<file path="src/design/u8enc_pkg.sv">
// Shared types and constants for the UCS-32 to UTF-8 encoder.
`default_nettype none
package u8enc_pkg;

	localparam logic [1:0] ST_OK    = 2'd0;
	localparam logic [1:0] ST_NUL   = 2'd1;
	localparam logic [1:0] ST_BIT31 = 2'd2;
	localparam logic [1:0] ST_WARN  = 2'd3;

	localparam logic [31:0] UNICODE_MAX = 32'h0010_FFFF;

	// One classified code point, ready to serialize.
	typedef struct packed {
		logic [7:0]  lead_byte;
		logic [29:0] payload;
		logic [2:0]  nbytes;
		logic [1:0]  status;
		logic        send;
	} desc_t;

	typedef struct packed {
		logic full;
		logic empty;
	} q_stat_t;

endpackage
`default_nettype wire

</file>
<file path="src/design/u8enc_front.sv">
// Front end: accepts code points, classifies them and pushes descriptors.
`default_nettype none
module u8enc_front
	import u8enc_pkg::*;
(
	input  wire logic        clk,
	input  wire logic        arst_n,
	input  wire logic        start,
	output logic             busy,
	input  wire logic [31:0] code_point,
	input  wire logic        string_end_in,
	input  wire logic        pedantic_q,
	input  wire q_stat_t     q_stat,
	output logic             push,
	output desc_t            push_desc
);

	logic  valid_s1;
	desc_t desc_s1;
	desc_t desc_d;
	logic  take;
	logic  warn;

	assign busy      = valid_s1 & q_stat.full;
	assign take      = start & ~busy;
	assign push      = valid_s1 & ~q_stat.full;
	assign push_desc = desc_s1;

	assign warn = pedantic_q & (code_point > UNICODE_MAX);

	always_comb begin
		desc_d.payload = code_point[29:0];
		desc_d.send    = string_end_in;
		desc_d.status  = warn ? ST_WARN : ST_OK;
		if (code_point == 32'd0) begin
			desc_d.nbytes    = 3'd1;
			desc_d.lead_byte = 8'h00;
			desc_d.status    = ST_NUL;
		end else if (code_point[31]) begin
			desc_d.nbytes    = 3'd1;
			desc_d.lead_byte = 8'h00;
			desc_d.status    = ST_BIT31;
		end else if (code_point[30:7] == '0) begin
			desc_d.nbytes    = 3'd1;
			desc_d.lead_byte = {1'b0, code_point[6:0]};
		end else if (code_point[30:11] == '0) begin
			desc_d.nbytes    = 3'd2;
			desc_d.lead_byte = {3'b110, code_point[10:6]};
		end else if (code_point[30:16] == '0) begin
			desc_d.nbytes    = 3'd3;
			desc_d.lead_byte = {4'b1110, code_point[15:12]};
		end else if (code_point[30:21] == '0) begin
			desc_d.nbytes    = 3'd4;
			desc_d.lead_byte = {5'b11110, code_point[20:18]};
		end else if (code_point[30:26] == '0) begin
			desc_d.nbytes    = 3'd5;
			desc_d.lead_byte = {6'b111110, code_point[25:24]};
		end else begin
			desc_d.nbytes    = 3'd6;
			desc_d.lead_byte = {7'b1111110, code_point[30]};
		end
	end

	always_ff @(posedge clk or negedge arst_n) begin
		if (!arst_n) begin
			valid_s1 <= 1'b0;
		end else if (take) begin
			valid_s1 <= 1'b1;
		end else if (push) begin
			valid_s1 <= 1'b0;
		end
	end

	always_ff @(posedge clk) begin
		if (take) begin
			desc_s1 <= desc_d;
		end
	end

endmodule
`default_nettype wire

</file>
<file path="src/design/u8enc_queue.sv">
// Small descriptor queue between the front end and the serializer.
`default_nettype none
module u8enc_queue
	import u8enc_pkg::*;
#(
	parameter int DEPTH = 4
) (
	input  wire logic  clk,
	input  wire logic  arst_n,
	input  wire logic  push,
	input  wire desc_t push_desc,
	input  wire logic  pop,
	output desc_t      head,
	output q_stat_t    q_stat
);

	localparam int PW = (DEPTH > 1) ? $clog2(DEPTH) : 1;
	localparam int CW = $clog2(DEPTH + 1);
	localparam logic [PW-1:0] LAST_PTR = PW'(DEPTH - 1);
	localparam logic [CW-1:0] FULL_CNT = CW'(DEPTH);

	desc_t         entry_q [DEPTH];
	logic [PW-1:0] wr_ptr_q;
	logic [PW-1:0] rd_ptr_q;
	logic [CW-1:0] count_q;

	assign q_stat.full  = (count_q == FULL_CNT);
	assign q_stat.empty = (count_q == '0);
	assign head         = entry_q[rd_ptr_q];

	always_ff @(posedge clk or negedge arst_n) begin
		if (!arst_n) begin
			wr_ptr_q <= '0;
			rd_ptr_q <= '0;
			count_q  <= '0;
		end else begin
			if (push) begin
				wr_ptr_q <= (wr_ptr_q == LAST_PTR) ? '0 : wr_ptr_q + 1'b1;
			end
			if (pop) begin
				rd_ptr_q <= (rd_ptr_q == LAST_PTR) ? '0 : rd_ptr_q + 1'b1;
			end
			if (push && !pop) begin
				count_q <= count_q + 1'b1;
			end else if (pop && !push) begin
				count_q <= count_q - 1'b1;
			end
		end
	end

	always_ff @(posedge clk) begin
		if (push) begin
			entry_q[wr_ptr_q] <= push_desc;
		end
	end

endmodule
`default_nettype wire

</file>
<file path="src/design/u8enc_back.sv">
// Back end: serializes one descriptor into UTF-8 bytes, one per cycle.
`default_nettype none
module u8enc_back
	import u8enc_pkg::*;
(
	input  wire logic  clk,
	input  wire logic  arst_n,
	input  wire desc_t head,
	input  wire q_stat_t q_stat,
	output logic       pop,
	output logic       strobe,
	output logic [7:0] out_byte,
	output logic       last_of_char,
	output logic       string_end_out,
	output logic [1:0] status
);

	logic       active_q;
	desc_t      cur_q;
	logic [2:0] idx_q;
	logic [2:0] rem;
	logic       last_now;
	logic [5:0] slice;
	logic [7:0] byte_d;

	logic       strobe_q;
	logic [7:0] byte_q;
	logic       last_q;
	logic       send_q;
	logic [1:0] status_q;

	assign rem      = cur_q.nbytes - 3'd1 - idx_q;
	assign last_now = active_q && (rem == 3'd0);
	assign pop      = ~q_stat.empty & (~active_q | last_now);

	always_comb begin
		case (rem)
			3'd0:    slice = cur_q.payload[5:0];
			3'd1:    slice = cur_q.payload[11:6];
			3'd2:    slice = cur_q.payload[17:12];
			3'd3:    slice = cur_q.payload[23:18];
			3'd4:    slice = cur_q.payload[29:24];
			default: slice = 6'd0;
		endcase
		byte_d = (idx_q == 3'd0) ? cur_q.lead_byte : {2'b10, slice};
	end

	always_ff @(posedge clk or negedge arst_n) begin
		if (!arst_n) begin
			active_q <= 1'b0;
			idx_q    <= '0;
			strobe_q <= 1'b0;
		end else begin
			strobe_q <= active_q;
			if (pop) begin
				active_q <= 1'b1;
				idx_q    <= '0;
			end else if (last_now) begin
				active_q <= 1'b0;
			end else if (active_q) begin
				idx_q <= idx_q + 3'd1;
			end
		end
	end

	always_ff @(posedge clk) begin
		if (pop) begin
			cur_q <= head;
		end
		if (active_q) begin
			byte_q   <= byte_d;
			last_q   <= last_now;
			send_q   <= last_now & cur_q.send;
			status_q <= cur_q.status;
		end
	end

	assign strobe         = strobe_q;
	assign out_byte       = byte_q;
	assign last_of_char   = last_q;
	assign string_end_out = send_q;
	assign status         = status_q;

endmodule
`default_nettype wire

</file>
<file path="src/design/ucs32_to_utf8_encoder_top.sv">
// Top level of the UCS-32 to UTF-8 encoder (six-byte form).
//
// Usage: drive code_point and string_end_in with start high; the beat is
// taken at a rising edge where busy is low. Each code point comes out as
// 1 to 6 bytes, one per cycle, each shown for exactly one cycle with
// strobe high; the receiver cannot stall, so sample on every strobe.
// The final byte of a code point has last_of_char set and carries the
// input's string_end_in as string_end_out. A NUL code point or one with
// bit 31 set yields a single zero byte with status 1 or 2. With
// pedantic_warn set, every byte of a code point above 0x10FFFF without
// bit 31 set carries status 3. Rate: the serializer emits one byte per
// cycle, and single-byte characters stream at one per cycle while the
// queue holds descriptors. The front end takes a new beat each cycle
// while the descriptor queue (QUEUE_DEPTH entries) has room. An accepted
// beat passes the front-end register, a queue entry and the serializer's
// descriptor register before the output registers raise strobe. cfg_ready
// is always high; write pedantic_warn only while the block is idle.
`default_nettype none
module ucs32_to_utf8_encoder_top
	import u8enc_pkg::*;
#(
	parameter int QUEUE_DEPTH = 4
) (
	input  wire logic        clk,
	input  wire logic        arst_n,
	input  wire logic        start,
	output logic             busy,
	input  wire logic [31:0] code_point,
	input  wire logic        string_end_in,
	input  wire logic        cfg_valid,
	output logic             cfg_ready,
	input  wire logic        cfg_data,
	output logic             strobe,
	output logic [7:0]       out_byte,
	output logic             last_of_char,
	output logic             string_end_out,
	output logic [1:0]       status
);

	logic    pedantic_q;
	logic    push;
	desc_t   push_desc;
	logic    pop;
	desc_t   head;
	q_stat_t q_stat;

	// Configuration register: always ready, one beat writes it.
	assign cfg_ready = 1'b1;

	always_ff @(posedge clk or negedge arst_n) begin
		if (!arst_n) begin
			pedantic_q <= 1'b0;
		end else if (cfg_valid && cfg_ready) begin
			pedantic_q <= cfg_data;
		end
	end

	// Classify on entry; hold the descriptor until the queue has room.
	u8enc_front u_front (
		.clk           (clk),
		.arst_n        (arst_n),
		.start         (start),
		.busy          (busy),
		.code_point    (code_point),
		.string_end_in (string_end_in),
		.pedantic_q    (pedantic_q),
		.q_stat        (q_stat),
		.push          (push),
		.push_desc     (push_desc)
	);

	// Decouple classification from serialization.
	u8enc_queue #(
		.DEPTH (QUEUE_DEPTH)
	) u_queue (
		.clk       (clk),
		.arst_n    (arst_n),
		.push      (push),
		.push_desc (push_desc),
		.pop       (pop),
		.head      (head),
		.q_stat    (q_stat)
	);

	// Serialize bytes and register them onto the result ports.
	u8enc_back u_back (
		.clk            (clk),
		.arst_n         (arst_n),
		.head           (head),
		.q_stat         (q_stat),
		.pop            (pop),
		.strobe         (strobe),
		.out_byte       (out_byte),
		.last_of_char   (last_of_char),
		.string_end_out (string_end_out),
		.status         (status)
	);

	// Error results are single zero bytes.
	a_err_single: assert property (@(posedge clk) disable iff (!arst_n)
		strobe && (status == ST_NUL || status == ST_BIT31)
			|-> last_of_char && (out_byte == 8'h00))
		else $error("error result is not a single zero byte");

	// End of string only on the final byte of a character.
	a_end_on_last: assert property (@(posedge clk) disable iff (!arst_n)
		string_end_out && strobe |-> last_of_char)
		else $error("string end flagged on a non-final byte");

	// Never push into a full queue unless it pops in the same cycle, nor pop an empty one.
	a_queue_safe: assert property (@(posedge clk) disable iff (!arst_n)
		!(push && q_stat.full && !pop) && !(pop && q_stat.empty))
		else $error("descriptor queue overflow or underflow");

	// A byte after a non-final byte is a continuation byte.
	a_cont_follows: assert property (@(posedge clk) disable iff (!arst_n)
		strobe && !last_of_char |=> strobe && (out_byte[7:6] == 2'b10))
		else $error("missing continuation byte");

endmodule
`default_nettype wire

</file>
<file path="config.mk">
export PLATFORM = sky130hd
export DESIGN_NAME = ucs32_to_utf8_encoder_top
export DESIGN_NICKNAME = d
export VERILOG_FILES = /design/src/design/u8enc_pkg.sv /design/src/design/u8enc_front.sv /design/src/design/u8enc_queue.sv /design/src/design/u8enc_back.sv /design/src/design/ucs32_to_utf8_encoder_top.sv
export SDC_FILE = /design/constraint.sdc
export NUM_CORES = 1
export LEC_CHECK = 0
export BUFFER_PORTS_ARGS = -buffer_cell sky130_fd_sc_hd__buf_2
export CAP_MARGIN = 20
export CORE_MARGIN = 10
export CORE_UTILIZATION = 24
export CTS_CLUSTER_DIAMETER = 80
export DETAILED_ROUTE_END_ITERATION = 10
export SETUP_SLACK_MARGIN = 0.5
export SLEW_MARGIN = 10
export SYNTH_ARGS = -nofsm -noshare
export SYNTH_HDL_FRONTEND = slang
export SYNTH_SLANG_ARGS = --single-unit
</file>
<file path="constraint.sdc">
create_clock -name clk -period 9.7 [get_ports clk]
set_input_delay 1.455 -clock clk [delete_from_list [all_inputs] [get_ports clk]]
set_output_delay 1.455 -clock clk [all_outputs]
set_load 0.05 [all_outputs]
</file>
==> flow_metrics.env, run 1 <==
export IMPL_synth_top_area_cell="edfxtp_1"
export IMPL_cts_sinks=290
export IMPL_stdcell_count=1212
export IMPL_yosysSeqAreaShare=0.792
export IMPL_dp_cells=1160
export IMPL_reg2reg_from="u_back.idx_q[0]"
export IMPL_cp_max_fo=20
export IMPL_p_leak_nw=4.20
export IMPL_syn_area_per_cell_um2=21.1
export IMPL_syn_nets=567
export IMPL_hold_start="u_back.cur_q[2]"
export IMPL_hold_viol=0
export IMPL_ys_seq_elements=290
export IMPL_fin_crit_ns=3.68
export IMPL_die_area_mm2=0.0544
export IMPL_dp_hpwl_um=14200
export IMPL_status="finished clean"
export IMPL_drtIter0Drc=407
export IMPL_yosysMostFrequentCell="edfxtp_1"
export IMPL_cts_tree="built"
export IMPL_ios=53
export IMPL_cts_hold_repair_buffers=0
export IMPL_place_congestion=0.755
export IMPL_r2r_setup_slack_ns=6.02
export IMPL_whs_ns=0.424
export IMPL_fmax_ghz=0.272
export IMPL_clk_latency_ns=0.57
export IMPL_ant_nets=0
export IMPL_cts_path_max_buffers=3
export IMPL_max_stage_delay_ns=1.18
export IMPL_grt_pass1_vias=5174
export IMPL_min_to="u_back.status[1]"
export IMPL_cp_required_ns=10.12
export IMPL_fin_crit_sh=0.379
export IMPL_initial_utilization=0.241
export IMPL_grt_pass1_wl_um=33500
export IMPL_drt_total_wl_um=22400
export IMPL_yosysUniqueCellTypes=54
export IMPL_cts_setup_buffers=0
export IMPL_synth_cells=518
export IMPL_grt_max_degree=45
export IMPL_antenna_found_initial=2
export IMPL_ys_warn_count=0
export IMPL_skew_ns=0.0478
export IMPL_cts_resized_gates=0
export IMPL_synthTopCellsByCount="edfxtp_1 (276), mux4_2 (44), nor2_1 (16), dfrtp_1 (14), inv_1 (14)"
export IMPL_wl_per_cell_um=18.5
export IMPL_cts_root_buf="clkbuf_16"
export IMPL_core_rowCount=78
export IMPL_slowest_stage="fa_1"
export IMPL_layout_nets=639
export IMPL_rsz0062_at_grt="no"
export IMPL_path_common_cell="inv_1"
export IMPL_cp_start_kind="register"
export IMPL_drtPass1Iterations=5
export IMPL_r2r_cells=11
export IMPL_synth_top_cells_by_area="edfxtp_1 (76%), mux4_2 (9.1%), dfrtp_1 (3.2%)"
export IMPL_dieWidth_um=233
export IMPL_worstReg2RegEnd="u_queue.count_q[1]"
export IMPL_cp_end_kind="register"
export IMPL_path_delay_family="adder cells"
export IMPL_worstPathCellList="inv_1 > ha_1 > inv_1 > fa_1 > nand2b_1 > o21ai_2 > nand2b_1 > ha_1 > inv_1 > fa_1 > mux2_2"
export IMPL_drv_cap=0
export IMPL_die_h_um=233
export IMPL_hold_depth=0
export IMPL_viasPerCell=4.14
export IMPL_setup_viol_count_final=0
export IMPL_drv_slew=0
export IMPL_h_tree_depth=1
export IMPL_worstMarginPinSlew_ns=1.05
export IMPL_fillers=4442
export IMPL_grtUsageTotal=0.0815
export IMPL_synth_top_area_frac=0.760
export IMPL_overflow=0
export IMPL_setup_tns_final_ns=0
export IMPL_vias=5018
export IMPL_io_buffers=51
export IMPL_area_delta_synth_final_pct=17.5
export IMPL_cp_arrival_ns=4.10
export IMPL_synth_edff_count=276
export IMPL_max_slew_margin=0.298
export IMPL_hold_class="register to register"
export IMPL_power_density_mw_per_mm2=337
export IMPL_drcViolationCount=0
export IMPL_drive_gt1_frac=0.262
export IMPL_cts_clk_slew_worst_paths_ns=0.07
export IMPL_vdd_ir_drop_max_mv=0.168
export IMPL_synth_area_mm2=0.0109
export IMPL_async_reset_ff_frac=0.0483
export IMPL_criticalPathCategory="register to register"
export IMPL_fp_coreArea_mm2=0.0452
export IMPL_path_buf_inv=3
export IMPL_synthFlopType="edfxtp_1"
export IMPL_cts_buffers=28
-- per-layer routing --
| layer | track usage | up-vias | part of all wire |
|---|---|---|---|
| met5 | 0 | - | 0 |
| met4 | 0.0209 | 0 | 0.022 |
| met3 | 0.0171 | 40 | 0.054 |
| met2 | 0.128 | 138 | 0.46 |
| met1 | 0.113 | 2578 | 0.46 |
| li1 | - | 2262 | - |
-- worst max path at each step --
stage          cells after the start                   end            start
5_1_grt                           11    u_queue.count_q[1]  u_back.idx_q[0]
4_1_cts                           11    u_queue.count_q[1]  u_back.idx_q[0]
3_3_place_gp                      11    u_queue.count_q[1]  u_back.idx_q[0]
2_1_floorplan                      1  u_front.push_desc[0]            start
6_report                          11    u_queue.count_q[1]  u_back.idx_q[0]
3_5_place_dp                      11    u_queue.count_q[1]  u_back.idx_q[0]
-- registers in the layout (all words and copies together) (netlist names) --
signal / flops
u_queue.entry_q: 176
u_back.cur_q: 44
u_front.push_desc: 44
u_back.out_byte: 8
u_back.idx_q: 3
u_queue.count_q: 3
u_back.status: 2
u_queue.rd_ptr_q: 2
u_queue.wr_ptr_q: 2
pedantic_q: 1
u_back.active_q: 1
u_back.last_of_char: 1
u_back.string_end_out: 1
u_back.strobe: 1
u_front.valid_s1: 1
-- cell type report --
cell class | instances | area (um2) | area share
diodes | 1 | 2.50 | 0.000195
inverters | 14 | 52.6 | 0.00410
clock inverters | 17 | 174 | 0.0136
clock buffers | 34 | 723 | 0.0565
repair buffers | 59 | 315 | 0.0246
well taps | 600 | 751 | 0.0586
flip-flops and latches | 290 | 8640 | 0.674
multi-input cells | 197 | 2150 | 0.168
-- kinds of logic after synthesis --
logic type      synth area share
simple gates              0.0353
mux                        0.106
other cells             0.000344
xor+xnor                 0.00620
flops                      0.792
fa+ha+maj                 0.0140
compound gates            0.0343
buf+inv                   0.0118
-- stage by stage --
step / worst slack [ns] / area [um2] / util / power [mW]
finish: 6.02 / 12800 / 0.284 / 4.31
global route: 5.77 / 12800 / 0.283 / 4.54
CTS: 6.04 / 12800 / 0.283 / 4.38
detailed placement: 6.04 / 11900 / 0.264 / 3.31
global placement: 6.11 / 11900 / 0.264 / 3.29
floorplan: 5.83 / 10900 / - / 2.89
-- power by group --
group          switching, mW  internal, mW  total, mW
sequential             0.172          1.86       2.03
clock                  0.466         0.590       1.06
combinational          0.759         0.463       1.22
total                   1.40          2.92       4.31
-- worst register-to-register path: cells and delay by family, from the launching register on --
kind | cells | cell delay [ns]
simple gates | 2 | 0.44
flops | 1 | 0.40
fa+ha+maj | 4 | 1.97
buf+inv | 3 | 0.22
mux | 1 | 0.26
compound gates | 1 | 0.28
-- cells in the final DEF, fill, tap and decap left out, drive strengths merged, types with 5 or more instances in the layout --
master and instances:
a31oi 9, nand2 11, nor4 5, a21boi 6, buf 59, o221ai 6, or4 5, o21ai 13
clkbuf 34, inv 15, edfxtp 276, nor2 16, dfrtp 14, ha 9, clkinv 11, mux2i 12
and2 9, mux4 44
Note: power is estimated with default switching activity, not from simulation.
==> run 2: changes to the inputs <==
==> constraint.sdc (replaced) <==
create_clock -name clk -period 2.95 [get_ports clk]
set_input_delay 0.4425 -clock clk [delete_from_list [all_inputs] [get_ports clk]]
set_output_delay 0.4425 -clock clk [all_outputs]
set_load 0.05 [all_outputs]
==> flow_metrics.env, run 2 (synthesis results as in run 1) <==
export IMPL_final_common_cell="edfxtp_1"
export IMPL_setup_tns_final_ns=0
export IMPL_clk_latency_ns=0.58
export IMPL_max_slew_margin=0.517
export IMPL_drive_gt1_frac=0.300
export IMPL_vias=5099
export IMPL_ant_nets=0
export IMPL_dp_cells=1165
export IMPL_p_int_mw=10.0
export IMPL_slowest_stage="fa_2"
export IMPL_area_delta_synth_final_pct=19.9
export IMPL_p_switching_mw=4.79
export IMPL_cp_required_ns=3.38
export IMPL_drv_slew=0
export IMPL_worstMarginPinSlew_ns=0.724
export IMPL_cts_root_buf="clkbuf_16"
export IMPL_cts_clk_slew_worst_paths_ns=0.07
export IMPL_ios=53
export IMPL_combinationalPowerShare=0.330
export IMPL_skew_ns=0.0440
export IMPL_cts_buffers=28
export IMPL_cp_arrival_ns=2.98
export IMPL_cp_end_kind="register"
export IMPL_drt_total_wl_um=23100
export IMPL_path_delay_family="adder cells"
export IMPL_final_cell_mix="edfxtp_1 (276), buf_2 (51), mux4_2 (44), clkbuf_16 (29), nor2_1 (16)"
export IMPL_cts_tree="built"
export IMPL_layout_nets=654
export IMPL_regArea_mm2=0.00864
export IMPL_die_h_um=233
export IMPL_fmax_ghz=0.391
export IMPL_fp_coreArea_mm2=0.0452
export IMPL_cp_max_fo=3
export IMPL_io_buffers=51
export IMPL_h_tree_depth=1
export IMPL_hold_class="input port to register"
export IMPL_grt_pass1_wl_um=34400
export IMPL_fin_crit_sh=0.866
export IMPL_stdcell_count=1229
export IMPL_initial_utilization=0.241
export IMPL_cts_path_max_buffers=3
export IMPL_criticalPathCategory="register to register"
export IMPL_multiInputGateArea_mm2=0.00222
export IMPL_setup_viol_count_final=0
export IMPL_hold_viol=0
export IMPL_clkPwrFrac=0.229
export IMPL_cts_sinks=290
export IMPL_viasPerCell=4.15
export IMPL_grtUsageTotal=0.0838
export IMPL_drcViolationCount=0
export IMPL_dieWidth_um=233
export IMPL_status="finished clean"
export IMPL_regMostFlops="u_queue.entry_q"
export IMPL_place_congestion=0.789
export IMPL_grt_max_degree=48
export IMPL_dp_hpwl_um=14000
export IMPL_drtPass1Iterations=4
export IMPL_die_area_mm2=0.0544
export IMPL_rsz0062_at_grt="yes"
export IMPL_largest_register_ffs=176
export IMPL_fillers=4408
export IMPL_worstPathCellList="inv_2 > ha_4 > inv_2 > fa_2 > nand2b_4 > o21ai_4 > nand2b_4 > ha_4 > inv_2 > fa_1 > mux2_4"
export IMPL_r2r_setup_slack_ns=0.40
export IMPL_vdd_ir_drop_max_mv=0.711
export IMPL_wl_per_cell_um=18.8
export IMPL_path_common_cell="inv_2"
export IMPL_power_frac_seq=0.441
export IMPL_path_buf_inv=3
export IMPL_antenna_found_initial=5
export IMPL_core_rowCount=78
export IMPL_max_stage_delay_ns=0.57
export IMPL_drtIter0Drc=431
export IMPL_power_density_mw_per_mm2=1130
export IMPL_fin_crit_ns=2.55
export IMPL_p_leak_nw=4.31
export IMPL_overflow=0
export IMPL_cp_start_kind="register"
export IMPL_grt_pass1_vias=5253
export IMPL_p_sw_frac=0.323
export IMPL_drv_cap=0
-- run 2: cell count changes in the layout (fill, tap and decap cells not counted), moves of 3 or more --
| cell | change |
|---|---|
| inv_2 | +3 |
| buf_4 | +5 |
| buf_12 | +7 |
| clkbuf_1 | +3 |
| clkinv_1 | -4 |
| clkinv_2 | +4 |
| inv_1 | -3 |
-- run 2: stage by stage --
stage | area (um2) | utilization | total power, mW | hold slack, ns | worst slack, ns
6_report | 13100 | 0.289 | 14.8 | 0.0554 | 0.396
5_1_grt | 13100 | 0.289 | 15.6 | 0.0320 | 0.308
4_1_cts | 13000 | 0.288 | 14.8 | 0.0242 | 0.399
3_5_place_dp | 12100 | 0.267 | 11.2 | 0.385 | 0.248
3_3_place_gp | 12100 | 0.267 | 11.1 | 0.380 | 0.297
2_1_floorplan | 11000 | - | 9.63 | 0.147 | 0.361
-- run 2: cell type report --
class / count / area share
Multi-Input combinational cell: 197 / 0.170
Tap cell: 600 / 0.0574
Clock buffer: 37 / 0.0562
Inverter: 14 / 0.00431
Clock inverter: 15 / 0.0102
Sequential cell: 290 / 0.661
Antenna cell: 2 / 0.000383
Timing Repair Buffer: 74 / 0.0412
-- run 2: worst paths after layout --
kind / to / from / cells past startpoint
setup / recovery: u_queue.count_q[1] / u_back.idx_q[0] / 11
hold / removal: u_front.push_desc[29] / code_point[23] / 1
setup reg to reg: u_queue.count_q[1] / u_back.idx_q[0] / 11
hold reg to reg: u_back.status[0] / u_back.cur_q[1] / 0
max in group asynchronous: u_queue.rd_ptr_q[1] / arst_n / 2
min in group asynchronous: u_queue.count_q[2] / arst_n / 2
-- run 2: layer usage --
layer,part of all wire,vias up,wire length [um],GRT usage
met5,0,-,0,0
met4,0.017,0,382,0.0174
met3,0.056,35,1290,0.0204
met2,0.47,123,10900,0.133
met1,0.45,2643,10500,0.114
li1,-,2298,-,-
-- run 2: repair_timing --
action | 4_1_cts | 5_1_grt
setup buffers | 4 | 4
pin swaps | 1 | 5
resized for setup | 3 | 8
hold buffers | 1 | 0
endpoints found under the setup margin | 8 | 49
hold endpoints to repair | 14 | 0
cloned | 0 | 1
-- run 2: power by group through the flow --
stage	clock network (mW)	logic (mW)	registers, mW
2_1_floorplan	0	2.93	6.71
3_3_place_gp	0	4.56	6.58
3_5_place_dp	0	4.60	6.62
4_1_cts	3.49	4.73	6.54
5_1_grt	3.66	5.31	6.64
6_report	3.39	4.89	6.54
